--- config.mk ---
export PLATFORM = sky130hd
export DESIGN_NAME = lfpd_ram
export DESIGN_NICKNAME = d
export VERILOG_FILES = /design/src/hdl/lfpd_ram.sv
export SDC_FILE = /design/constraint.sdc
export NUM_CORES = 2
export LEC_CHECK = 0
export BUFFER_PORTS_ARGS = -buffer_cell sky130_fd_sc_hd__buf_2
export CAP_MARGIN = 10
export CORE_MARGIN = 2
export CORE_UTILIZATION = 55
export DETAILED_ROUTE_END_ITERATION = 12
export GPL_ROUTABILITY_DRIVEN = 0
export PLACE_DENSITY = 0.75
export SYNTH_ARGS = -nofsm -noshare
export SYNTH_HDL_FRONTEND = slang
export SYNTH_SLANG_ARGS = --single-unit
--- constraint.sdc ---
create_clock -name i_clk -period 3.3 [get_ports i_clk]
set_input_delay 0.825 -clock i_clk [delete_from_list [all_inputs] [get_ports i_clk]]
set_output_delay 0.825 -clock i_clk [all_outputs]
set_load 0.03 [all_outputs]
--- src/hdl/lfpd_ram.sv ---
// Generic single-write, single-read RAM with registered read data.
`default_nettype none

module lfpd_ram #(
    parameter int WIDTH = 8,
    parameter int DEPTH = 256,
    localparam int AW   = (DEPTH > 1) ? $clog2(DEPTH) : 1
) (
    input  wire logic             i_clk,
    input  wire logic             i_wr_en,
    input  wire logic [AW-1:0]    i_wr_addr,
    input  wire logic [WIDTH-1:0] i_wr_data,
    input  wire logic             i_rd_en,
    input  wire logic [AW-1:0]    i_rd_addr,
    output logic      [WIDTH-1:0] o_rd_data
);

    logic [WIDTH-1:0] r_mem [DEPTH];

    always_ff @(posedge i_clk) begin
        if (i_wr_en) begin
            r_mem[i_wr_addr] <= i_wr_data;
        end
        if (i_rd_en) begin
            o_rd_data <= r_mem[i_rd_addr];
        end
    end

endmodule

`default_nettype wire

Yosys cells after proc, flatten, opt, wreduce, memory -nomap -nowiden --
Memory sizes are Yosys's and may differ from the RTL's. A register that Yosys moved wholly into a read port is not among the register bits. Cells that the tools add are included. W data, S select, Z words.
Storage, ports and cells: register bits 0, memory bits (writable) 2048, bits of input ports 27, output and inout bits 8, memories 1
Operators by class: multiplexer cells 2
Memories:
- r_mem | depth 256, bits a word 8, read ports 1, clocked after Yosys merged registers in 1, write ports 1, RTL line 18 | logic [WIDTH-1:0] r_mem [DEPTH];
Operators by type and width (number):
- $mux W1 | 2

Logic depth before layout (Yosys ltp) --
word-level depth 2, gate-level depth with buffers 11, gate-level depth less buffers 6

Least setup slack after synthesis --
Ideal clock, no wire load.
path kind input-to-reg, start in i_rd_addr[0], end reg o_rd_data[2], read port of r_mem, data pin, library setup time 269 ps, data arrival time 2632 ps, data required time 3031 ps, slack 399 ps, cell stages on the path 9, path through buf_6 > buf_12 > buf_8 > buf_2 > mux4_2 > a22oi_1 > a21oi_1 > nor4_1 > nor4_2
RTL lines:
- start: declaration | RTL line 14 | input wire logic [AW-1:0] i_rd_addr,
- end: declaration | RTL line 15 | output logic [WIDTH-1:0] o_rd_data

==> results.py <==
metrics = {
    "synthesis": {
        "ys_types": 54,
        "avgSynthCellArea_sq_um": 21.3,
        "mappedNetlistArea_sq_mm": 0.0796,
        "syn_inst": 3733,
        "synth_area_leader_cell": "edfxtp_1",
        "synth_most_common_cell": "edfxtp_1",
        "synth_top_cells_by_area": "edfxtp_1 (78%), mux4_2 (13%), mux2i_1 (1.7%), nor2_1 (1.3%), a22oi_1 (1.3%)",
        "synth_enable_flop_cells": 2056,
        "async_flop_share": 0,
        "ys_ff_latch": 2056,
        "synth_top_area_share": 0.775,
        "synthesis.nets": 3760,
        "yosysSeqAreaShare": 0.775,
        "yosysWarnings": 0,
        "synthFlopType": "edfxtp_1",
        "synthTopCellsByCount": "edfxtp_1 (2056), mux4_2 (454), nor2_1 (282), mux2i_1 (134), a22oi_1 (133)",
    },
    "critical_path": {
        "end_kind": "flip-flop",
        "crit_buf_inv": 5,
        "reg2reg_to": "o_rd_data[3]",
        "worstPathCellList": "buf_8 > buf_12 > buf_12 > buf_4 > mux2i_1 > o22ai_1 > o21ai_0 > nand3_1 > nor4_2 > buf_4 > nor4_2",
        "cp.required_ns": 3.91,
        "r2r_start": "r_mem[209][3]",
        "crit_family": "buffers and inverters",
        "critPathArrivalTime_ns": 3.95,
        "crit_slowest_cell": "nor4_2",
        "reg2reg_slack_ns": 0.40,
        "worstSetupPathType": "in2reg",
        "r2r_cells": 7,
        "max_stage_delay_ns": 0.66,
        "critPathLaunchType": "input pin",
        "critPathMaxFanout": 25,
    },
    "route": {
        "met2_length_um": 96200,
        "num_vias": 42496,
        "wire_per_inst_um": 31.3,
        "drt-initial-drc-count": 6404,
        "m1WireLength_um": 73500,
        "drc_errors": 4,
        "dr.pass1.iters": 10,
        "ant_nets": 0,
        "routed_wl_um": 202000,
        "wl_met3_um": 23300,
        "highest_layer": "met5",
        "via_per_inst": 6.58,
    },
    "pwr": {
        "leakagePower_uw": 0.0302,
        "power_frac_comb": 0.055,
        "cell_internal_pwr_uw": 42700,
        "seq_power_share": 0.532,
        "vdd_drop_max_mv": 0.643,
        "powerDensity_mw_per_mm2": 582,
        "p_switching_uw": 11500,
        "p_sw_frac": 0.212,
        "clkPwrFrac": 0.413,
    },
    "clock_tree": {
        "cts_buffer_depth": 3,
        "clkTransAtPathRegs_ns": 0.06,
        "cts_tree": "built",
        "clk_latency_ns": 0.85,
        "cts_root_buf": "clkbuf_16",
        "cts_buffers": 197,
        "htree_levels": 4,
        "cts.sinks": 2056,
    },
    "timing": {
        "worstMarginPinSlew_ns": 0.963,
        "setup_slack_ns": -0.0379,
        "final-setup-viol-count": 1,
        "period_minus_slack_ns": 3.34,
        "rsz0062_at_grt": "false",
        "hold_viol_final": 0,
        "maxSlewHeadroom": 0.358,
        "finalCritPeriodShare": 1.01,
        "setup_tns_ns": -0.0379,
        "clock_skew_ns": 0.0525,
        "drv_slew": 0,
        "max_freq_mhz": 300,
    },
    "global_routing": {
        "grt_max_degree": 126,
        "gr-total-overflow": 0,
        "grt_use_total": 0.276,
        "antenna_found_initial": 9,
        "grt_pass1_vias": 42211,
        "grt_pass1_wl_um": 292000,
    },
    "floorplanning": {
        "dieArea_sq_mm": 0.148,
        "coreArea_sq_mm": 0.144,
        "row_count": 139,
        "fp.dieW_um": 385,
        "num_io_pins": 35,
        "die_y_um": 385,
        "start_util": 0.554,
    },
    "min_path": {
        "min_to": "r_mem[5][7]",
        "hold-path-cell-count": 1,
        "hold_start": "i_wr_data[7]",
        "hold_path_class": "in2reg",
    },
    "status": {
        "status": "finished, violations left",
        "violations": "DRC, setup timing",
    },
    "layout": {
        "nFillCells": 9086,
        "final_nets": 4415,
        "drive_above_1_share": 0.316,
        "syn_to_final_growth_pct": 16.9,
    },
    "flow_run": {
        "maxCapViolCount": 0,
    },
    "place": {
        "dp_hpwl_um": 126000,
        "port_buffers": 34,
        "dp_slack_ns": -0.859,
    },
}
## per-layer routing
layer,vias to the layer above,track usage
met2,2924,0.429
met3,496,0.0663
met5,-,0
met4,14,0.114
li1,16996,-
met1,22066,0.381
## area by class of cell
cell class                      count  area [sq um]  share of cell area
Sequential cell                  2056         61700               0.663
Multi-Input combinational cell   1442         16500               0.177
Timing Repair Buffer              689          6110              0.0656
Clock buffer                      235          5140              0.0552
Tap cell                         1903          2380              0.0256
Clock inverter                    126          1260              0.0136
Inverter                            2          7.51           0.0000806
Antenna cell                        2          5.00           0.0000537
## cell families (layout without fill, tap and decap cells)
group	after synthesis	count (layout)	synth area share
flops	2056	2056	0.775
mux	591	591	0.146
simple gates	466	466	0.0263
compound gates	385	385	0.0342
buf+inv	235	1052	0.0183
other cells	0	2	0
## worst reg2reg max path, cell delays in order (launching register included)
cell	delay, ns
edfxtp_1	0.42
mux4_2	0.49
a22o_1	0.26
a221oi_1	0.38
o32ai_1	0.19
nor3_1	0.67
buf_4	0.23
nor4_1	0.04
## through the flow
stage               power [uW]  hold slack [ns]  utilization  cells  cell area (sq um)
floorplan                30800            0.864            -   3733              79600
global placement         32300             1.11        0.604   6092              86700
detailed placement       32300             1.10        0.604   6092              86700
CTS                      54400            0.273        0.648   6453              93100
global route             55500            0.299        0.648   6454              93100
finish                   54200            0.330        0.648   6455              93100
## worst max-delay path by stage
stage	start	to	slack, ns	cells after the start
2_1_floorplan	i_rd_addr[0]	o_rd_data[2]	0.40	9
6_report	i_rd_addr[0]	o_rd_data[0]	-0.04	11
4_1_cts	i_rd_addr[0]	o_rd_data[0]	0.02	11
3_3_place_gp	i_rd_addr[0]	o_rd_data[0]	-0.74	11
5_1_grt	i_rd_addr[0]	o_rd_data[0]	0.02	11
3_5_place_dp	i_rd_addr[0]	o_rd_data[0]	-0.86	11
## layout by cell type (no fill, tap or decap), drive strengths merged, types with 6 or more instances in the layout
master / Yosys / routed
a211oi: 16 / 16
a21oi: 96 / 96
a221oi: 14 / 14
a22o: 8 / 8
a22oi: 133 / 133
and2: 6 / 6
buf: 122 / 681
bufinv: 0 / 21
clkbuf: 111 / 243
clkinv: 1 / 95
edfxtp: 2056 / 2056
inv: 1 / 8
mux2i: 134 / 134
mux4: 456 / 456
nand2: 33 / 33
nand2b: 8 / 8
nand3: 34 / 34
nand4: 10 / 10
nor2: 282 / 282
nor2b: 31 / 31
nor3: 22 / 22
nor4: 27 / 27
o211ai: 10 / 10
o21ai: 12 / 12
o221ai: 47 / 47
o22ai: 28 / 28
## what timing repair did
item / in CTS / in global routing
endpoints found under the setup margin: 0 / 2
setup buffers: 0 / 0
hold buffers: 0 / 0
resized for setup: 0 / 2
## power by group through the flow
stage / clock network (uW) / registers (uW) / logic, uW
2_1_floorplan: 0 / 29400 / 1400
3_3_place_gp: 0 / 29400 / 2870
5_1_grt: 23500 / 28800 / 3110
4_1_cts: 22600 / 28800 / 2960
6_report: 22400 / 28800 / 2990
3_5_place_dp: 0 / 29400 / 2930
## flip-flops by register name, summed over array words and instances (netlist names)
register	cells
r_mem	2048
o_rd_data	8
No activity file was read; power rests on OpenSTA's default activity.
