<file path="src/hdl/lfpd_pkg.sv">
// Shared types, codes and constants of the length-framed packet decoder.
`default_nettype none

package lfpd_pkg;

    localparam int BYTE_W          = 8;
    localparam int KIND_W          = 2;
    localparam int STATUS_W        = 3;
    localparam int CFG_IDX_W       = 2;
    localparam int STORE_DEPTH_DEF = 256;

    localparam logic [BYTE_W-1:0] HEAD_BYTE_RST   = 8'd170;
    localparam logic [BYTE_W-1:0] TAIL_BYTE_RST   = 8'd85;
    localparam logic [BYTE_W-1:0] MAX_PAYLOAD_RST = 8'd255;

    typedef enum logic [KIND_W-1:0] {
        KIND_BYTE   = 2'd0,
        KIND_READ   = 2'd1,
        KIND_RESYNC = 2'd2
    } t_kind;

    typedef enum logic [CFG_IDX_W-1:0] {
        CFG_HEAD = 2'd0,
        CFG_TAIL = 2'd1,
        CFG_MAX  = 2'd2
    } t_cfg_idx;

    typedef enum logic [STATUS_W-1:0] {
        ST_PENDING  = 3'd0,
        ST_COMPLETE = 3'd1,
        ST_OVERFLOW = 3'd2,
        ST_LEN_ERR  = 3'd3,
        ST_SUM_ERR  = 3'd4,
        ST_TAIL_ERR = 3'd5
    } t_status;

    typedef enum logic [2:0] {
        PH_HEAD    = 3'd0,
        PH_LEN     = 3'd1,
        PH_LEN_INV = 3'd2,
        PH_DATA    = 3'd3,
        PH_SUM     = 3'd4,
        PH_TAIL    = 3'd5
    } t_phase;

    // Per-item decode result handed from the frame FSM to the top level.
    typedef struct packed {
        t_status           status;
        logic [BYTE_W-1:0] flen;
        logic              hunting;
    } t_dec_res;

    // Payload store write request.
    typedef struct packed {
        logic              en;
        logic [BYTE_W-1:0] pos;
        logic [BYTE_W-1:0] data;
    } t_store_wr;

endpackage

`default_nettype wire

</file>
<file path="src/hdl/lfpd_frame_fsm.sv">
// Frame decoder state machine: phase, length, write position, running checksum.
`default_nettype none

module lfpd_frame_fsm import lfpd_pkg::*; #(
    parameter int STORE_DEPTH = STORE_DEPTH_DEF
) (
    input  wire logic              i_clk,
    input  wire logic              i_rst_n,
    input  wire logic              i_take,
    input  wire logic              i_resync,
    input  wire logic [BYTE_W-1:0] i_byte,
    input  wire logic [BYTE_W-1:0] i_head_byte,
    input  wire logic [BYTE_W-1:0] i_tail_byte,
    input  wire logic [BYTE_W-1:0] i_max_payload,
    output t_dec_res               o_res,
    output t_store_wr              o_wr
);

    localparam logic [BYTE_W:0] DEPTH_LIM = (BYTE_W+1)'(STORE_DEPTH);

    t_phase            r_phase, n_phase;
    logic [BYTE_W-1:0] r_len, n_len;
    logic [BYTE_W-1:0] r_wpos, n_wpos;
    logic [BYTE_W-1:0] r_sum, n_sum;
    logic [BYTE_W-1:0] wpos_inc;
    logic              clr;

    assign wpos_inc = r_wpos + 1'b1;

    // Next state
    always_comb begin
        n_phase = r_phase;
        n_len   = r_len;
        n_wpos  = r_wpos;
        n_sum   = r_sum;
        clr     = i_resync;
        if (i_take) begin
            case (r_phase)
                PH_HEAD: begin
                    if (i_byte == i_head_byte) n_phase = PH_LEN;
                end
                PH_LEN: begin
                    n_len  = i_byte;
                    n_wpos = '0;
                    n_sum  = i_byte;
                    if (i_byte > i_max_payload) clr = 1'b1;
                    else                        n_phase = PH_LEN_INV;
                end
                PH_LEN_INV: begin
                    if (i_byte != ~r_len)  clr = 1'b1;
                    else if (r_len == '0)  n_phase = PH_SUM;
                    else                   n_phase = PH_DATA;
                end
                PH_DATA: begin
                    n_sum  = r_sum + i_byte;
                    n_wpos = wpos_inc;
                    if (wpos_inc >= r_len) n_phase = PH_SUM;
                end
                PH_SUM: begin
                    if (i_byte != r_sum) clr = 1'b1;
                    else                 n_phase = PH_TAIL;
                end
                PH_TAIL: begin
                    clr = 1'b1;
                end
                default: begin
                    clr = 1'b1;
                end
            endcase
        end
        if (clr) begin
            n_phase = PH_HEAD;
            n_len   = '0;
            n_wpos  = '0;
            n_sum   = '0;
        end
    end

    // Outputs
    always_comb begin
        o_res.status  = ST_PENDING;
        o_res.flen    = '0;
        o_res.hunting = (r_phase == PH_HEAD);
        o_wr.en       = 1'b0;
        o_wr.pos      = r_wpos;
        o_wr.data     = i_byte;
        if (i_take) begin
            case (r_phase)
                PH_LEN: begin
                    if (i_byte > i_max_payload) o_res.status = ST_OVERFLOW;
                end
                PH_LEN_INV: begin
                    if (i_byte != ~r_len) o_res.status = ST_LEN_ERR;
                end
                PH_DATA: begin
                    o_wr.en = ({1'b0, r_wpos} < DEPTH_LIM);
                end
                PH_SUM: begin
                    if (i_byte != r_sum) o_res.status = ST_SUM_ERR;
                end
                PH_TAIL: begin
                    if (i_byte != i_tail_byte) begin
                        o_res.status = ST_TAIL_ERR;
                    end else begin
                        o_res.status = ST_COMPLETE;
                        o_res.flen   = r_len;
                    end
                end
                default: begin
                    o_res.status = ST_PENDING;
                end
            endcase
        end
    end

    always_ff @(posedge i_clk) begin
        if (!i_rst_n) begin
            r_phase <= PH_HEAD;
            r_len   <= '0;
            r_wpos  <= '0;
            r_sum   <= '0;
        end else begin
            r_phase <= n_phase;
            r_len   <= n_len;
            r_wpos  <= n_wpos;
            r_sum   <= n_sum;
        end
    end

endmodule

`default_nettype wire
</file>
<file path="config.mk">
export PLATFORM = sky130hd
export DESIGN_NAME = lfpd_frame_fsm
export DESIGN_NICKNAME = d
export VERILOG_FILES = /design/src/hdl/lfpd_pkg.sv /design/src/hdl/lfpd_frame_fsm.sv
export SDC_FILE = /design/constraint.sdc
export NUM_CORES = 1
export LEC_CHECK = 0
export ABC_AREA = 1
export BUFFER_PORTS_ARGS = -buffer_cell sky130_fd_sc_hd__buf_2
export CAP_MARGIN = 20
export CORE_AREA = 2 2 99 53
export DETAILED_ROUTE_END_ITERATION = 16
export DIE_AREA = 0 0 101 55
export PLACE_DENSITY_LB_ADDON = 0.12
export SKIP_CTS_REPAIR_TIMING = 1
export SLEW_MARGIN = 0
export SYNTH_ARGS = -nofsm -noshare
export SYNTH_HDL_FRONTEND = slang
export SYNTH_SLANG_ARGS = --single-unit
export TNS_END_PERCENT = 10
</file>
<file path="constraint.sdc">
create_clock -name i_clk -period 5.3 [get_ports i_clk]
set_input_delay 0.795 -clock i_clk [delete_from_list [all_inputs] [get_ports i_clk]]
set_output_delay 0.795 -clock i_clk [all_outputs]
set_load 0.02 [all_outputs]
</file>
* Yosys cells after proc, flatten, opt, wreduce, memory -nomap -nowiden
Cells that the tools add are included.
** Word-level totals
- Output and inout bits :: 29
- Register bits :: 27
- Word-level logic and storage cells :: 57
- Input port bits :: 36
** Operators by class
- Magnitude comparators :: 2
- Multiplexer cells :: 24
- Bitwise logic cells :: 2
- Add/sub/neg operators :: 2
- Equality and inequality tests :: 14
- Reductions and logical operators :: 9
** Operator list (count)
- $pmux 8 s2 :: 2
- $mux 3 :: 8
- $ne 8x8->1 :: 3
- $mux 8 :: 2
- $pmux 3 s5 :: 1
- $pmux 3 s4 :: 1
- $mux 11 :: 1
- $add 8x1->8 const B :: 1
- $add 8x8->8 :: 1
- $eq 8x8->1 :: 1
- $ge 8x8->1 :: 1
- $gt 8x8->1 :: 1
- $logic_not 8->1 :: 1
- $ne 2x2->1 const B :: 4
- $not 8->8 :: 1
- $reduce_and 7->1 :: 1
- $eq 3x2->1 const B :: 2
- $eq 3x3->1 const B :: 2
- $mux 1 :: 6
- $reduce_bool 5->1 :: 1
- $mux 2 :: 2
- $pmux 1 s4 :: 1
- $reduce_and 2->1 :: 2
- $reduce_or 2->1 :: 2
- 5 further kinds :: 5

* Longest topological paths before layout
Gate-level depths: netlist of the first run.
- Word-level depth :: 6
- Gate-level depth with buffers :: 16
- Depth with buffers taken out :: 16

* Least setup slack after synthesis of the first run
OpenSTA, ideal clock, no wires.
- Path kind :: input -> output
- From :: in i_byte[7]
- To :: out o_res[1] (netlist bit)
- Data required time :: 4505 ps
- Buffers on the path :: 1
- Path slack :: 2495 ps
- Stages :: 5
- Arrival time :: 2010 ps
- Cell sequence :: buf_6 xor2_1 nor4_1 nand3_1 nor3_1
** RTL lines
- start, declared :: line lfpd_frame_fsm.sv:11 : input wire logic [BYTE_W-1:0] i_byte,
- end, declared :: line lfpd_frame_fsm.sv:15 : output t_dec_res o_res,

==> results of run 1 <==
## cells in the mapped netlist (9+ instances only)
cell type,number
buf_4,10
nand2_1,102
dfxtp_1,27
inv_1,53
a21oi_1,31
nor2_2,18
ha_1,24
xor2_1,13
nand3_1,20
a22oi_1,12
nor2_1,42
nor3_1,9
## power breakdown
group	total (uW)	switching (uW)	leakage, uW	internal (uW)
Sequential	203	0.0635	0.000217	203
Clock	124	70.3	0.0000228	54.1
Combinational	85.4	53.2	0.00129	32.1
Total	412	124	0.00153	289
## per-stage QoR
| step | instances | cell area, sq um |
|---|---|---|
| 6_report | 529 | 3024 |
| 5_1_grt | 529 | 3024 |
| 4_1_cts | 529 | 3024 |
| 3_5_place_dp | 525 | 2979 |
| 3_3_place_gp | 525 | 2979 |
| 2_1_floorplan | 417 | 2715 |
## per-layer routing
layer | vias up | global-route usage (%)
met3 | 2 | 5.528
met4 | 0 | 2.928
met1 | 1265 | 43.48
met5 | - | 0
met2 | 135 | 37.44
li1 | 1425 | -
## critical path, cell delays in order
cell	delay [ps]
buf_2	170
xor2_1	180
nor4_1	270
nand3_1	360
nor3_1	280
buf_2	210
## state kept, by name (all words and copies together), names as in the netlist
name     cells
r_sum        8
r_wpos       8
r_len        8
r_phase      3
## worst max-delay path by stage
stage / slack [ps] / cells past startpoint / start / to
2_1_floorplan: 2500 / 5 / i_byte[7] / o_res[1]
3_5_place_dp: 2240 / 6 / i_byte[5] / o_res[4]
6_report: 2230 / 6 / i_byte[5] / o_res[4]
5_1_grt: 2150 / 6 / i_byte[5] / o_res[4]
4_1_cts: 2240 / 6 / i_byte[5] / o_res[4]
3_3_place_gp: 2290 / 6 / i_byte[5] / o_res[4]
## cell families (layout without fill, tap and decap cells)
group | Yosys count | after routing
adder cells (fa/ha/maj) | 25 | 25
flip-flops | 27 | 27
XOR/XNOR | 21 | 21
AND/OR/NAND/NOR | 211 | 211
AO/OA/AOI/OAI | 56 | 56
buffers and inverters | 77 | 129
## cell type report
class	instances	area, sq um	area share, %
Timing Repair Buffer	64	320.3	10.59
Multi-Input combinational cell	313	1814	59.99
Clock buffer	4	45.04	1.489
Tap cell	60	75.07	2.482
Inverter	61	229.0	7.571
Sequential cell	27	540.5	17.87
==> impl_metrics.json, run 1 <==
{
  "post-route-period-util_pct": 57.95,
  "num_rows": 18,
  "io_buffers": 64,
  "hold_viol": 0,
  "hold_path_class": "flop to flop",
  "dp_hpwl_microns": 5916,
  "min_to": "r_len[3]$_SDFFE_PP0P_",
  "drt-met1-wl_microns": 3930,
  "layout_common_cells": "102 x nand2_1, 64 x buf_2, 53 x inv_1, 42 x nor2_1, 31 x a21oi_1",
  "antenna_found_initial": 0,
  "cellLeakagePower_uw": 0.001528,
  "worstReg2RegEnd": "r_phase[1]$_SDFFE_PP0P_",
  "wl_met3_microns": 801,
  "cp_data_arrival_time_ps": 2280,
  "rsz0062_at_grt": "false",
  "power.total_uw": 412.5,
  "syn-cell-area_sq_um": 2715,
  "grt_max_degree": 27,
  "final_max_slew_viol_count": 0,
  "drv_cap": 0,
  "pwr_density_cell_nw_per_um2": 136.4,
  "wire_per_inst_microns": 14.16,
  "ys.flop_type": "dfxtp_1",
  "setup_tns_ps": 0,
  "syn_inst": 417,
  "cts_buffers": 3,
  "cts_tree": "built",
  "yosys-top-cells-area": "dfxtp_1 20%, nand2_1 14%, ha_1 11%, inv_1 7.3%, nor2_1 5.8%",
  "setup_ws_ps": 2229,
  "reg2regPathDepth": 16,
  "filler_cell_count": 473,
  "clk_pin_slew_ps": 100,
  "fin_crit_ps": 3071,
  "yosys.area.top_type": "dfxtp_1",
  "maxSlewHeadroom_pct": 67.76,
  "whs_ps": 489.8,
  "crit_fanout": 9,
  "synth_adder_area_share_pct": 11.80,
  "synth_edf_count": 0,
  "regToRegSetupSlack_ps": 2630,
  "crit_required_ps": 4510,
  "final_common_cell": "nand2_1",
  "cts.path.max_buffers": 2,
  "reg2reg_from": "r_wpos[0]$_SDFFE_PP0P_",
  "hold_depth": 2,
  "wl_met2_microns": 2745,
  "worstSetupEndpointType": "primary output",
  "synth_xor_area_share_pct": 7.051,
  "syn_area_per_cell_sq_um": 6.511,
  "grt_usage_pct": 27.19,
  "n_antenna_cell": 0,
  "finalSetupViolations": 0,
  "drt-initial-drc-count": 170,
  "vias": 2827,
  "critPathLaunchType": "primary input",
  "synth_compound_area_share_pct": 12.81,
  "synthToLayoutAreaGrowth_pct": 11.38,
  "ys_seq_area_share_pct": 19.91,
  "synth_mux_area_share_pct": 0,
  "synth_top_family_by_area": "simple AND/OR/NAND/NOR gates",
  "ys_ff_latch": 27,
  "gp_congestion": 0.8981,
  "dieArea_sq_um": 5555,
  "overflow": 0,
  "post-place-ws_ps": 2244,
  "vias_per_cell": 5.344,
  "synth_warnings": 0,
  "die_h_microns": 55,
  "fp.coreArea_sq_um": 4730,
  "cts.htree.levels": 1,
  "cts-root-buf": "clkbuf_8",
  "skew_ps": 3.204,
  "highest_layer": "met4",
  "synth_top_cell_area_share_pct": 19.91,
  "ys_async_sr_fraction_pct": 0,
  "drive_gt1_share_pct": 23.03,
  "status": "finished, final reports clean",
  "grt_pass1_wl_microns": 11430,
  "max_freq_mhz": 325.6,
  "clk_latency_ps": 280,
  "worst-slew-pin-transition_ps": 482.9,
  "dr.pass1.iters": 5,
  "syn_nets": 478,
  "grt_pass1_vias": 2295,
  "ir_drop_uv": 85.49,
  "synth-simple-area-share_pct": 35.16,
  "worst-setup-path-type": "primary input to primary output",
  "synth_cell_types": 38,
  "die_w_microns": 101,
  "antenna_left": 0,
  "start_util_pct": 57.41,
  "final_core_util_pct": 63.94,
  "pin_count": 65,
  "cts.sinks": 27,
  "wl_microns": 7492,
  "final_nets": 531,
  "drc": 0,
  "hp-start": "r_len[3]$_SDFFE_PP0P_"
}
Power figures use the tool's default switching activity.
==> run 2, diff against run 1 <==
--- a/config.mk
+++ b/config.mk
@@ -8,9 +8,9 @@
 export ABC_AREA = 1
 export BUFFER_PORTS_ARGS = -buffer_cell sky130_fd_sc_hd__buf_2
 export CAP_MARGIN = 20
-export CORE_AREA = 2 2 99 53
+export CORE_AREA = 2 2 109 58
 export DETAILED_ROUTE_END_ITERATION = 16
-export DIE_AREA = 0 0 101 55
+export DIE_AREA = 0 0 111 60
 export PLACE_DENSITY_LB_ADDON = 0.12
 export SKIP_CTS_REPAIR_TIMING = 1
 export SLEW_MARGIN = 0
==> constraint.sdc (replaced) <==
create_clock -name i_clk -period 2.75 [get_ports i_clk]
set_input_delay 0.4125 -clock i_clk [delete_from_list [all_inputs] [get_ports i_clk]]
set_output_delay 0.4125 -clock i_clk [all_outputs]
set_load 0.02 [all_outputs]
==> run 2 against run 1 <==
Against the previous run:
- sequential cell count unchanged
- first-iteration DRC count up 18%
- clock skew grew 1.0 ps
- via count fell by 2.7%
- highest routed layer unchanged
- combinational power is 92% higher
- worst setup slack got worse by 2000 ps
- routed wire length increased by 3.5%
- count of clock-buffer cells in the layout unchanged
- sequential power rose by 93%
- die area is 20% higher
- core utilization shrank 10 points
- design area is 2.6% higher
- critical path type is now flop to flop
==> impl_metrics.json, run 2 (synthesis results as in run 1) <==
{
  "status": "finished, final reports clean",
  "crit_required_ps": 2950,
  "min_to": "r_len[3]$_SDFFE_PP0P_",
  "pin_count": 65,
  "cts.sinks": 27,
  "hold_viol": 0,
  "worstSetupEndpointType": "flop",
  "final_common_cell": "nand2_1",
  "die_h_microns": 60,
  "reg.largest.list": "r_len (8), r_sum (8), r_wpos (8)",
  "overflow": 0,
  "worst-slew-pin-transition_ps": 472.5,
  "cts.htree.levels": 1,
  "grt_max_degree": 27,
  "maxSlewHeadroom_pct": 68.47,
  "fin_crit_ps": 2538,
  "layout_common_cells": "102 x nand2_1, 64 x buf_2, 53 x inv_1, 42 x nor2_1, 31 x a21oi_1",
  "antenna_found_initial": 0,
  "final_nets": 534,
  "setup_tns_ps": 0,
  "wl_met3_microns": 787,
  "cts_tree": "built",
  "drv_cap": 0,
  "drive_gt1_share_pct": 23.73,
  "hold_path_class": "flop to flop",
  "filler_cell_count": 581,
  "io_buffers": 64,
  "drc": 0,
  "dieArea_sq_um": 6660,
  "cts.path.max_buffers": 2,
  "critPathLaunchType": "flop",
  "slowest_delay_ps": 410,
  "ir_drop_uv": 257.4,
  "wire_per_inst_microns": 14.12,
  "cp_data_arrival_time_ps": 2740,
  "reg2reg_from": "r_wpos[0]$_SDFFE_PP0P_",
  "grt_usage_pct": 23.49,
  "slowest_stage": "dfxtp_2",
  "cts_buffers": 3,
  "reg2regPathDepth": 16,
  "layoutNonFillerInstCount": 549,
  "drt-initial-drc-count": 200,
  "n_antenna_cell": 0,
  "cts-root-buf": "clkbuf_16",
  "rsz0062_at_grt": "false",
  "crit_fanout": 6,
  "post-route-period-util_pct": 92.30,
  "hold_depth": 2,
  "clk_latency_ps": 260,
  "grt_pass1_vias": 2295,
  "antenna_left": 0,
  "die_w_microns": 111,
  "crit_family": "simple AND/OR/NAND/NOR gates",
  "gp_congestion": 0.9248,
  "start_util_pct": 46.97,
  "pwr_density_cell_nw_per_um2": 287.8,
  "skew_ps": 4.231,
  "regToRegSetupSlack_ps": 210,
  "synthToLayoutAreaGrowth_pct": 14.29,
  "dr.pass1.iters": 5,
  "worst-setup-path-type": "flop to flop",
  "cpMostUsedCell": "nand2_1",
  "wl_met2_microns": 2782,
  "hp-start": "r_len[3]$_SDFFE_PP0P_",
  "drt-met1-wl_microns": 4169,
  "highest_layer": "met4",
  "vias": 2751,
  "wl_microns": 7753,
  "vias_per_cell": 5.011,
  "final_max_slew_viol_count": 0,
  "worstReg2RegEnd": "r_phase[1]$_SDFFE_PP0P_",
  "max_freq_mhz": 394.0,
  "cellLeakagePower_uw": 0.001557,
  "cp_cell_sequence": "ha_1 -> nand3_1 -> nand3b_1 -> xor2_1 -> inv_1 -> ha_1 -> nand2_1 -> nor2_1 -> nand4_1 -> nand3_1 -> nor2_1 -> nor2_2 -> nand2_1 -> nand2_1 -> nand2_1 -> nor2_2",
  "clk_pin_slew_ps": 70,
  "grt_pass1_wl_microns": 12140,
  "num_rows": 20,
  "finalSetupViolations": 0,
  "placed_cells": 544,
  "dp_hpwl_microns": 6164,
  "fp.coreArea_sq_um": 5781,
  "cp.buffers_inverters": 1
}
[run 2: power by group]
part           switching (uW)  leakage [uW]  total [uW]  internal [uW]
clock network             139     0.0000382         338            199
logic                     103       0.00130         164           61.7
registers               0.127      0.000218         391            391
total                     242       0.00156         893            651
[run 2: layout make-up]
class	instances	area, sq um	share of cell area (%)
multi-input combinational	313	1814	58.47
timing repair buffer	67	342.8	11.05
clock buffer	4	78.83	2.540
tap	77	96.34	3.105
inverter	61	229.0	7.379
sequential	27	541.8	17.46
[run 2: worst max-delay path by stage]
stage | from | end | slack (ps) | cells after the start
4_1_cts | r_wpos[0]$_SDFFE_PP0P_ | r_phase[0]$_SDFFE_PP0P_ | 150 | 16
5_1_grt | r_wpos[0]$_SDFFE_PP0P_ | r_phase[0]$_SDFFE_PP0P_ | 20 | 16
3_5_place_dp | r_wpos[0]$_SDFFE_PP0P_ | r_phase[0]$_SDFFE_PP0P_ | 180 | 16
6_report | r_wpos[0]$_SDFFE_PP0P_ | r_phase[1]$_SDFFE_PP0P_ | 210 | 16
3_3_place_gp | r_wpos[0]$_SDFFE_PP0P_ | r_phase[1]$_SDFFE_PP0P_ | 130 | 16
2_1_floorplan | r_wpos[0]$_SDFFE_PP0P_ | r_phase[1]$_SDFFE_PP0P_ | 430 | 16
[run 2: routing by layer]
layer | GRT usage, % | vias up
met3 | 6.795 | 2
met1 | 37.38 | 1216
met5 | 0 | -
met2 | 31.46 | 103
met4 | 1.607 | 0
li1 | - | 1430
[run 2: worst min-delay path: cells and delay by family (launching register included)]
family,cells,cell delay [ps]
AO/OA/AOI/OAI,1,50
flip-flops,1,320
AND/OR/NAND/NOR,1,60
[run 2: per-stage QoR]
step           total power, uW  util (%)  hold slack [ps]  worst slack, ps  instance area (sq um)
3_5_place_dp             563.6     52.16            470.6            180.5                   3015
5_1_grt                  939.7     53.68            505.5            16.60                   3103
2_1_floorplan            515.4         -            454.2            425.5                   2715
3_3_place_gp             562.5     52.16            464.5            132.3                   3015
4_1_cts                  899.6     53.53            482.7            152.3                   3094
6_report                 892.9     53.68            485.7            211.6                   3103
==> run 3, diff against run 2 <==
--- a/config.mk
+++ b/config.mk
@@ -5,12 +5,11 @@
 export SDC_FILE = /design/constraint.sdc
 export NUM_CORES = 1
 export LEC_CHECK = 0
-export ABC_AREA = 1
 export BUFFER_PORTS_ARGS = -buffer_cell sky130_fd_sc_hd__buf_2
 export CAP_MARGIN = 20
-export CORE_AREA = 2 2 109 58
+export CORE_AREA = 2 2 105 56
 export DETAILED_ROUTE_END_ITERATION = 16
-export DIE_AREA = 0 0 111 60
+export DIE_AREA = 0 0 107 58
 export PLACE_DENSITY_LB_ADDON = 0.12
 export SKIP_CTS_REPAIR_TIMING = 1
 export SLEW_MARGIN = 0
==> run 3 against run 2 <==
Against the previous run:
- sequential power about the same
- count of clock-buffer cells in the layout fell by 1
- critical path depth fell by 8
- sequential share of layout area rose by 0.36 points
- clock power down 29%
- routed wire length is 4.7% lower
- synthesized area shrank 8.9%
- worst setup slack worse by 40 ps
- clock skew increased by 4.5 ps
==> impl_metrics.json, run 3 <==
{
  "post-place-ws_ps": -27.30,
  "yosys.area.top_type": "dfxtp_1",
  "drt-initial-drc-count": 136,
  "grt_max_degree": 17,
  "wl_microns": 7385,
  "n_antenna_cell": 0,
  "ir_drop_uv": 228.7,
  "p_clk_share_pct": 29.8,
  "cellLeakagePower_uw": 0.001301,
  "crit_fanout": 11,
  "die_w_microns": 107,
  "skew_ps": 8.684,
  "num_rows": 19,
  "post-route-period-util_pct": 93.75,
  "cp_data_arrival_time_ps": 2770,
  "crit_required_ps": 2940,
  "p_comb_share_pct": 21.5,
  "reg.largest.list": "r_len (8), r_sum (8), r_wpos (8)",
  "status": "finished, final reports clean",
  "switchingPower_uw": 231.3,
  "final_nets": 449,
  "grt_pass1_vias": 2264,
  "io_buffers": 64,
  "cp.buffers_inverters": 1,
  "syn_area_per_cell_sq_um": 7.878,
  "cts.path.max_buffers": 2,
  "whs_ps": 457.1,
  "clk_latency_ps": 280,
  "ys_seq_area_share_pct": 21.85,
  "max_freq_mhz": 387.9,
  "syn_nets": 375,
  "drive_gt1_share_pct": 30.75,
  "pwr_density_cell_nw_per_um2": 264.2,
  "dp_hpwl_microns": 5987,
  "synth_cell_types": 46,
  "pin_count": 65,
  "startpoint": "r_sum[5]$_SDFFE_PP0P_",
  "grt_pass1_wl_microns": 11750,
  "worstSetupEndpointType": "flop",
  "cp_cell_sequence": "ha_1 -> nor4_1 -> nand3_1 -> o21a_1 -> or4_4 -> a211o_1 -> buf_4 -> a211oi_1",
  "gp_congestion": 0.8807,
  "setup_tns_ps": 0,
  "worst-slew-pin-transition_ps": 460.5,
  "synth_edf_count": 0,
  "placed_cells": 456,
  "hold_viol": 0,
  "die_h_microns": 58,
  "start_util_pct": 46.66,
  "layoutNonFillerInstCount": 460,
  "hold_path_class": "primary input to flop",
  "critPathLaunchType": "flop",
  "antenna_found_initial": 0,
  "cts.htree.levels": 1,
  "setup_ws_ps": 171.8,
  "p_int_uw": 572.0,
  "cts_buffers": 3,
  "wire_per_inst_microns": 16.05,
  "switching_share_pct": 28.79,
  "grt_usage_pct": 24.70,
  "layout_common_cells": "64 x buf_2, 32 x buf_4, 29 x xnor2_1, 26 x nor2_1, 26 x dfxtp_1",
  "hp-start": "i_resync",
  "vias": 2493,
  "slowest_delay_ps": 450,
  "vias_per_cell": 5.420,
  "final_common_cell": "buf_2",
  "dr.pass1.iters": 4,
  "syn-cell-area_sq_um": 2474,
  "ys_ff_latch": 27,
  "cts.sinks": 27,
  "reg2reg_from": "r_sum[5]$_SDFFE_PP0P_",
  "synth_top_cell_area_share_pct": 21.85,
  "drv_cap": 0,
  "syn_inst": 314,
  "ys.flop_type": "dfxtp_1",
  "synthToLayoutAreaGrowth_pct": 22.91,
  "ys_async_sr_fraction_pct": 0,
  "synth_warnings": 0,
  "crit_family": "simple AND/OR/NAND/NOR gates",
  "fp.coreArea_sq_um": 5301,
  "cts-root-buf": "clkbuf_8",
  "maxSlewHeadroom_pct": 69.11,
  "p_seq_share_pct": 48.7,
  "fin_crit_ps": 2578,
  "final_max_slew_viol_count": 0,
  "antenna_left": 0,
  "slowest_stage": "or4_4",
  "dieArea_sq_um": 6206,
  "yosys-top-cells-area": "dfxtp_1 22%, ha_1 12%, xnor2_1 11%, nor2_1 3.9%, nand2_1 3.6%",
  "synth_common_cells": "32 x xnor2_1, 27 x dfxtp_1, 26 x nor2_1",
  "overflow": 0,
  "worst-setup-path-type": "flop to flop",
  "synth.most_common_cell": "xnor2_1",
  "finalSetupViolations": 0,
  "drc": 0,
  "clk_pin_slew_ps": 100,
  "cts_tree": "built"
}
run 3: changes by cell type in the layout (fill, tap and decap cells not counted), sizes merged, moves of 11 or more:
cell | before | now
buf | 67 | 96
inv | 60 | 24
nand2 | 105 | 24
nand3 | 21 | 10
nor2 | 64 | 26
nor4 | 1 | 14
xnor2 | 8 | 32
run 3: cell type report:
| cell class | instances | area [sq um] |
|---|---|---|
| multi-input combinational | 236 | 1708 |
| fill | 497 | 2261 |
| tap | 73 | 91.34 |
| inverter | 24 | 90.09 |
| clock inverter | 1 | 7.507 |
| timing repair buffer | 96 | 560.5 |
| sequential | 27 | 541.8 |
| clock buffer | 3 | 41.29 |
run 3: power groups by stage:
stage                     sequential (uW)  combinational [uW]  clock (uW)
after floorplan                       400                 112           0
after global placement                400                 169           0
after detailed placement              400                 171           0
after CTS                             391                 172         244
after global routing                  391                 188         260
final                                 391                 173         240
run 3: tightest hold or removal path, cell delays in order:
cell,delay [ps]
buf_2,90
a211o_1,150
a2111oi_2,50
run 3: worst paths after layout:
check             slack, ps                    end  depth (start not counted)
setup / recovery        170  r_sum[2]$_SDFFE_PP0P_                          8
hold reg to reg         510  r_len[5]$_SDFFE_PP0P_                          2
setup reg to reg        170  r_sum[2]$_SDFFE_PP0P_                          8
hold / removal          460  r_sum[6]$_SDFFE_PP0P_                          3
run 3: cells by family (layout without fill, tap and decap cells):
group / count (synthesis) / after routing / share of synthesized area (%)
muxes: 4 / 4 / 1.619
xor gates and xnor gates: 36 / 36 / 12.75
and+or+nand+nor: 109 / 109 / 22.71
AOI/OAI and AO/OA: 62 / 62 / 17.50
DFF: 27 / 27 / 21.85
buffers and inverters: 51 / 124 / 10.62
adders and majority gates: 25 / 25 / 12.95
run 3: routing by layer:
layer,vias to the layer above,GRT usage (%),wire length (microns),part of all wire [%]
met5,-,0,0,0
met4,0,2.783,36,0.49
met3,6,6.299,787,11
met2,99,33.12,2701,37
met1,1152,39.85,3860,52
li1,1236,-,-,-
run 3: metrics by stage:
step           power, uW  util (%)  instance area, sq um
4_1_cts            806.4     56.62                  3002
6_report           803.3     57.35                  3040
3_3_place_gp       568.9     55.70                  2953
2_1_floorplan      511.5         -                  2474
5_1_grt            839.5     57.35                  3040
3_5_place_dp       570.7     55.70                  2953
